### src/rtl/core/hsv_pkg.sv
package hsv_pkg;

    typedef logic [15:0] t_rem;

    typedef struct packed {
        logic [7:0] red;
        logic [7:0] green;
        logic [7:0] blue;
    } t_rgb;

    typedef struct packed {
        logic [7:0] hue;
        logic [7:0] saturation;
        logic [7:0] value;
    } t_hsv;

    typedef struct packed {
        t_rem       hue_rem;
        logic [7:0] hue_den;
        logic [7:0] hue_quo;
        t_rem       sat_rem;
        logic [7:0] sat_den;
        logic [7:0] sat_quo;
        logic [7:0] value;
    } t_div_lane;

    localparam int unsigned QUO_BITS    = 8;
    localparam int unsigned HUE_STEP    = 30;
    localparam int unsigned HUE_GREEN   = 60;
    localparam int unsigned HUE_BLUE    = 120;
    localparam int unsigned HUE_RED_NEG = 180;
    localparam int unsigned SAT_SCALE   = 255;

endpackage

### src/rtl/core/hsv_prep.sv
module hsv_prep (
    input  logic                   i_clk,
    input  logic                   i_rst_n,
    input  logic                   i_accept,
    input  hsv_pkg::t_rgb          i_pixel,
    output logic                   o_valid,
    output hsv_pkg::t_div_lane     o_lane
);

    logic                 r_valid;
    hsv_pkg::t_div_lane   r_lane;
    hsv_pkg::t_div_lane   n_lane;

    logic [7:0]  max_ch;
    logic [7:0]  min_ch;
    logic [7:0]  delta;
    logic [7:0]  pos_ch;
    logic [7:0]  neg_ch;
    logic [16:0] base;
    logic [16:0] hue_num;

    always_comb begin
        max_ch = i_pixel.red;
        min_ch = i_pixel.red;
        if (i_pixel.green > max_ch) max_ch = i_pixel.green;
        if (i_pixel.blue > max_ch) max_ch = i_pixel.blue;
        if (i_pixel.green < min_ch) min_ch = i_pixel.green;
        if (i_pixel.blue < min_ch) min_ch = i_pixel.blue;
        delta = max_ch - min_ch;
    end

    // Each branch is folded into base + 30*pos - 30*neg, which never goes negative.
    always_comb begin
        priority if (max_ch == i_pixel.red) begin
            pos_ch = i_pixel.green;
            neg_ch = i_pixel.blue;
            base   = (i_pixel.green >= i_pixel.blue) ? 17'd0 :
                     17'(delta) * 17'(hsv_pkg::HUE_RED_NEG);
        end else if (max_ch == i_pixel.green) begin
            pos_ch = i_pixel.blue;
            neg_ch = i_pixel.red;
            base   = 17'(delta) * 17'(hsv_pkg::HUE_GREEN);
        end else begin
            pos_ch = i_pixel.red;
            neg_ch = i_pixel.green;
            base   = 17'(delta) * 17'(hsv_pkg::HUE_BLUE);
        end
        hue_num = base + 17'(pos_ch) * 17'(hsv_pkg::HUE_STEP)
                       - 17'(neg_ch) * 17'(hsv_pkg::HUE_STEP);
    end

    // A grey or black pixel divides zero by one, so both quotients come out zero.
    always_comb begin
        n_lane.value   = max_ch;
        n_lane.hue_quo = '0;
        n_lane.sat_quo = '0;
        if (delta == 8'd0) begin
            n_lane.hue_rem = '0;
            n_lane.hue_den = 8'd1;
            n_lane.sat_rem = '0;
            n_lane.sat_den = 8'd1;
        end else begin
            n_lane.hue_rem = hue_num[15:0];
            n_lane.hue_den = delta;
            n_lane.sat_rem = 16'(delta) * 16'(hsv_pkg::SAT_SCALE);
            n_lane.sat_den = max_ch;
        end
    end

    always_ff @(posedge i_clk) begin
        if (!i_rst_n) begin
            r_valid <= 1'b0;
        end else begin
            r_valid <= i_accept;
        end
    end

    always_ff @(posedge i_clk) begin
        r_lane <= n_lane;
    end

    assign o_valid = r_valid;
    assign o_lane  = r_lane;

endmodule

### src/rtl/core/hsv_div_cell.sv
module hsv_div_cell #(
    parameter int unsigned BIT_POS = 0
) (
    input  logic                   i_clk,
    input  logic                   i_rst_n,
    input  logic                   i_valid,
    input  hsv_pkg::t_div_lane     i_lane,
    output logic                   o_valid,
    output hsv_pkg::t_div_lane     o_lane
);

    logic                 r_valid;
    hsv_pkg::t_div_lane   r_lane;
    hsv_pkg::t_div_lane   n_lane;
    hsv_pkg::t_rem        hue_trial;
    hsv_pkg::t_rem        sat_trial;

    always_comb begin
        n_lane    = i_lane;
        hue_trial = hsv_pkg::t_rem'(i_lane.hue_den) << BIT_POS;
        sat_trial = hsv_pkg::t_rem'(i_lane.sat_den) << BIT_POS;
        if (i_lane.hue_rem >= hue_trial) begin
            n_lane.hue_rem          = i_lane.hue_rem - hue_trial;
            n_lane.hue_quo[BIT_POS] = 1'b1;
        end
        if (i_lane.sat_rem >= sat_trial) begin
            n_lane.sat_rem          = i_lane.sat_rem - sat_trial;
            n_lane.sat_quo[BIT_POS] = 1'b1;
        end
    end

    always_ff @(posedge i_clk) begin
        if (!i_rst_n) begin
            r_valid <= 1'b0;
        end else begin
            r_valid <= i_valid;
        end
    end

    always_ff @(posedge i_clk) begin
        r_lane <= n_lane;
    end

    assign o_valid = r_valid;
    assign o_lane  = r_lane;

endmodule

### src/rtl/core/rgb_to_hsv_pixel_core.sv
// Converts one 8-bit RGB pixel to 8-bit HSV (hue in half degrees, 0 to 179) and accepts a
// new pixel on every clock; busy is always low. Each result appears on o_result with o_valid
// high for one cycle, after the prep register finds the largest and smallest channel and
// forms both numerators, and a row of eight division cells resolves one bit of hue and
// of saturation per cycle. The receiver must take every result as it appears, since nothing
// is held back.
module rgb_to_hsv_pixel_core (
    input  logic             i_clk,
    input  logic             i_rst_n,
    input  logic             start,
    output logic             busy,
    input  hsv_pkg::t_rgb    i_pixel,
    output logic             o_valid,
    output hsv_pkg::t_hsv    o_result
);

    localparam int unsigned NUM_CELLS = hsv_pkg::QUO_BITS;
    localparam int unsigned LATENCY   = NUM_CELLS + 1;

    logic                 accept;
    logic                 lane_valid [0:NUM_CELLS];
    hsv_pkg::t_div_lane   lane       [0:NUM_CELLS];

    assign busy   = 1'b0;
    assign accept = start && !busy;

    hsv_prep u_prep (
        .i_clk    (i_clk),
        .i_rst_n  (i_rst_n),
        .i_accept (accept),
        .i_pixel  (i_pixel),
        .o_valid  (lane_valid[0]),
        .o_lane   (lane[0])
    );

    for (genvar gi = 0; gi < NUM_CELLS; gi++) begin : g_cell
        hsv_div_cell #(
            .BIT_POS (NUM_CELLS - 1 - gi)
        ) u_cell (
            .i_clk   (i_clk),
            .i_rst_n (i_rst_n),
            .i_valid (lane_valid[gi]),
            .i_lane  (lane[gi]),
            .o_valid (lane_valid[gi + 1]),
            .o_lane  (lane[gi + 1])
        );
    end

    assign o_valid             = lane_valid[NUM_CELLS];
    assign o_result.hue        = lane[NUM_CELLS].hue_quo;
    assign o_result.saturation = lane[NUM_CELLS].sat_quo;
    assign o_result.value      = lane[NUM_CELLS].value;

`ifndef SYNTHESIS
    a_latency: assert property (@(posedge i_clk) disable iff (!i_rst_n)
        accept |-> ##LATENCY o_valid)
        else $error("pixel transfer did not produce a result on time");

    a_hue_range: assert property (@(posedge i_clk) disable iff (!i_rst_n)
        o_valid |-> (o_result.hue <= 8'd179))
        else $error("hue out of range");

    a_grey_hue: assert property (@(posedge i_clk) disable iff (!i_rst_n)
        (o_valid && (o_result.saturation == 8'd0)) |-> (o_result.hue == 8'd0))
        else $error("grey pixel with nonzero hue");

    a_reset_quiet: assert property (@(posedge i_clk)
        !i_rst_n |=> !o_valid)
        else $error("result strobe after reset");
`endif

endmodule
### config.mk
export PLATFORM = sky130hd
export DESIGN_NAME = rgb_to_hsv_pixel_core
export DESIGN_NICKNAME = d
export VERILOG_FILES = /design/src/rtl/core/hsv_pkg.sv /design/src/rtl/core/hsv_prep.sv /design/src/rtl/core/hsv_div_cell.sv /design/src/rtl/core/rgb_to_hsv_pixel_core.sv
export SDC_FILE = /design/constraint.sdc
export NUM_CORES = 1
export LEC_CHECK = 0
export BUFFER_PORTS_ARGS = -buffer_cell sky130_fd_sc_hd__buf_2
export CORE_ASPECT_RATIO = 1.1
export CORE_MARGIN = 1.5
export CORE_UTILIZATION = 53
export DETAILED_ROUTE_END_ITERATION = 8
export HOLD_SLACK_MARGIN = 0.12
export PLACE_DENSITY = 0.65
export SLEW_MARGIN = 20
export SYNTH_ARGS = -nofsm -noshare
export SYNTH_HDL_FRONTEND = slang
export SYNTH_SLANG_ARGS = --single-unit
### constraint.sdc
create_clock -name i_clk -period 28.8 [get_ports i_clk]
set_input_delay 5.76 -clock i_clk [delete_from_list [all_inputs] [get_ports i_clk]]
set_output_delay 5.76 -clock i_clk [all_outputs]
set_load 0.02 [all_outputs]
==> results.cfg <==
[finish]
final_net_count = 3166
most_common_cell_after_layout_fill_and_taps_aside = dfxtp_1
fillCellCount = 4170
n_antenna_cell = 0
multi_input_gate_area_um2 = 13700
area_growth_pct = 10.42
layout.cells.most_common_list = 529 x dfxtp_1, 392 x inv_1, 280 x ha_1, 208 x a21oi_1, 208 x nor2_1
sequential_cell_area_um2 = 10590
post_route_cells_drive_above_1_share_pct = 6.764

[clock_tree]
postCtsResizedCells = 0
cts-root-to-sink-buffers = 3
cts_num_sinks = 529
cts_inserted_buffers = 49
clkTransAtPathRegs_ns = 0.06
worst_skew_pair.late_latency_ns = 0.59
cts_root_buffer = clkbuf_16
postCtsSetupBuffers = 0
ctsHoldBuffers = 0
cts_htree_levels = 2
tritoncts_clock_tree = built

[logic_synthesis]
fraction_of_synthesized_cell_area_taken_by_the_top_area_cell_type_pct = 40.80
synthesis_warning_total = 0
ys_async_sr_fraction_pct = 0
synth_seq_cells = 529
postSynthCellCount = 2704
seq_area_frac_synth_pct = 40.80
synth_enable_flop_cells = 0
synth.area.top_cells = dfxtp_1 41%, ha_1 13%, fa_1 6.8%, inv_1 5.7%, xnor2_1 4.3%
mappedNetlistNets = 3099
post_synth_num_cell_types = 78
postSynthAreaPerCell_um2 = 9.599
synthFlopType = dfxtp_1
synthesis.area_um2 = 25950
yosysTopAreaCell = dfxtp_1

[routing]
routed_via_density = 5.130
ant_nets = 0
drc_errors_left = 0
wirelength_um = 51500
drt_pass_1_iters = 5
via_count = 17720
drt-wirelength-per-cell_um = 14.91
initial_drc_count = 658

[placed_design]
dp_hpwl_um = 41530
portBuffers = 51
place.gp.congestion = 0.8788

[critical_path]
critical_path.slowest_cell = a211oi_4
worstSetupEndpointType = flip-flop
crit_required_ns = 29.25
r2r_setup_slack_ns = 25.28
timing.setup.critical_path_class = input port to flip-flop
capture_instance_of_the_worst_register_to_register_path = g_cell[5].u_cell.o_lane[38]
crit_path_start_kind = input port
worstSetupEndpoint = u_prep.o_lane[71]
worst-r2r-cell-count = 14
critical_path_most_common_cell = ha_1
critPathMaxStageDelay_ns = 0.85
worstPathMaxFanout = 22
arrival_time_at_the_worst_endpoint_ns = 17.55
reg2reg_from = g_cell[4].u_cell.o_lane[18]
crit_start = i_pixel[21]

[sta]
fmax_ghz = 0.05849
setup_violations = 0
hold_violations = 0
finClkSkew_ns = 0.01743
worst_relative_slew_slack_pct = 32.64
min_period_over_period_pct = 59.36
worstMarginPinSlew_ns = 1.007
rsz0062_at_grt = false
final.min_clock_period_ns = 17.10
final-max-slew-violation-count = 0
setup_total_negative_slack_ns = 0

[die]
die_width_um = 214.0
row_count = 84
core_area_um2 = 48030
fp.dieArea_um2 = 50310
effective_utilization_at_floorplan_pct = 54.04
boundaryPins = 53
die_height_um = 235.1

[global_routing]
grt_start_max_net_pins = 43
overflow = 0
first_global_vias = 18310
antenna_violations_before_repair = 0
grt_first_pass_wirelength_um = 84820
grt_util_all_layers_pct = 20.68

[run_status]
status = finished, final reports clean

[flow_run]
timing.max_cap.violations = 0

[hold_path]
hold_path.class = flip-flop to flip-flop
-- cell usage after synthesis (3+ instances only) --
cell,instances
a211o_1,3
a211oi_1,7
a21boi_0,5
a21o_1,86
a21oi_1,208
a31oi_1,18
and2_1,24
and3_1,8
buf_1,3
buf_2,6
buf_4,3
clkbuf_1,33
dfxtp_1,529
fa_1,88
ha_1,280
inv_1,392
inv_2,3
maj3_1,5
mux2_2,9
mux2i_1,36
nand2_1,104
nand2b_1,64
nand3_1,27
nand4_1,19
nand4b_1,5
nor2_1,208
nor2b_1,42
nor3_1,32
nor4_1,21
nor4b_1,3
o211ai_1,4
o21a_1,7
o21ai_0,113
o21ai_1,3
o21bai_1,30
o22ai_1,3
o31a_1,4
o31ai_1,12
or2_2,7
or3_1,6
or4_1,5
or4b_2,3
xnor2_1,126
xor2_1,68
-- flip-flops by register name, indices dropped and copies added (netlist names) --
signal                 count
g_cell.u_cell.o_lane     465
u_prep.o_lane             55
g_cell.u_cell.o_valid      8
u_prep.o_valid             1
-- cell type report --
cell class / count / share of cell area [%]
Clock buffer: 64 / 4.933
Clock inverter: 25 / 1.144
Inverter: 396 / 5.187
Multi-Input combinational cell: 1733 / 47.79
Sequential cell: 529 / 36.95
Tap cell: 645 / 2.816
Timing Repair Buffer: 62 / 1.179
-- how the worst min path moves through the flow --
stage,start,endpoint,slack [ns],cells past startpoint
finish,g_cell[1].u_cell.o_lane[46],g_cell[2].u_cell.o_lane[46],0.31,0
global route,g_cell[4].u_cell.o_lane[7],g_cell[5].u_cell.o_lane[7],0.33,0
CTS,g_cell[1].u_cell.o_lane[46],g_cell[2].u_cell.o_lane[46],0.32,0
detailed placement,g_cell[1].u_cell.o_lane[1],g_cell[2].u_cell.o_lane[1],0.31,0
global placement,g_cell[6].u_cell.o_lane[6],g_cell[7].u_cell.o_lane[6],0.31,0
floorplan,u_prep.o_lane[0],g_cell[0].u_cell.o_lane[0],0.31,0
-- cells by family after synthesis --
logic type / after synthesis / synth area share [%]
other cells: 1 / 0.01445
flops: 529 / 40.80
compound gates: 526 / 12.28
fa+ha+maj: 373 / 20.48
buf+inv: 442 / 6.493
xor+xnor: 195 / 6.633
simple gates: 591 / 11.41
mux: 47 / 1.895
-- stage by stage --
stage,util (%),std cells,worst slack [ns],hold WS [ns],instance area [um^2]
floorplan,-,2704,12.88,0.3096,25950
global placement,56.03,3365,11.47,0.3098,26910
detailed placement,56.03,3365,11.13,0.3121,26910
CTS,59.66,3454,11.72,0.3152,28660
global route,59.67,3454,10.94,0.3253,28660
finish,59.67,3454,11.70,0.3110,28660
-- routing by layer --
layer	vias up	track usage [%]	wire length, um
met5	-	0	0
met4	0	12.42	3084
met3	146	2.765	1366
met2	246	40.41	27410
met1	8254	20.53	19630
li1	9073	-	-
-- critical path, delay by kind of cell --
| kind | cells | cell delay [ns] |
|---|---|---|
| fa+ha+maj | 11 | 4.24 |
| buf+inv | 4 | 0.41 |
| mux | 2 | 1.24 |
| simple gates | 7 | 1.05 |
| compound gates | 13 | 3.44 |
| xor+xnor | 4 | 1.37 |
Power is not shown: default switching activity piles up to over one toggle a cycle in this logic, so the estimate is an artifact.
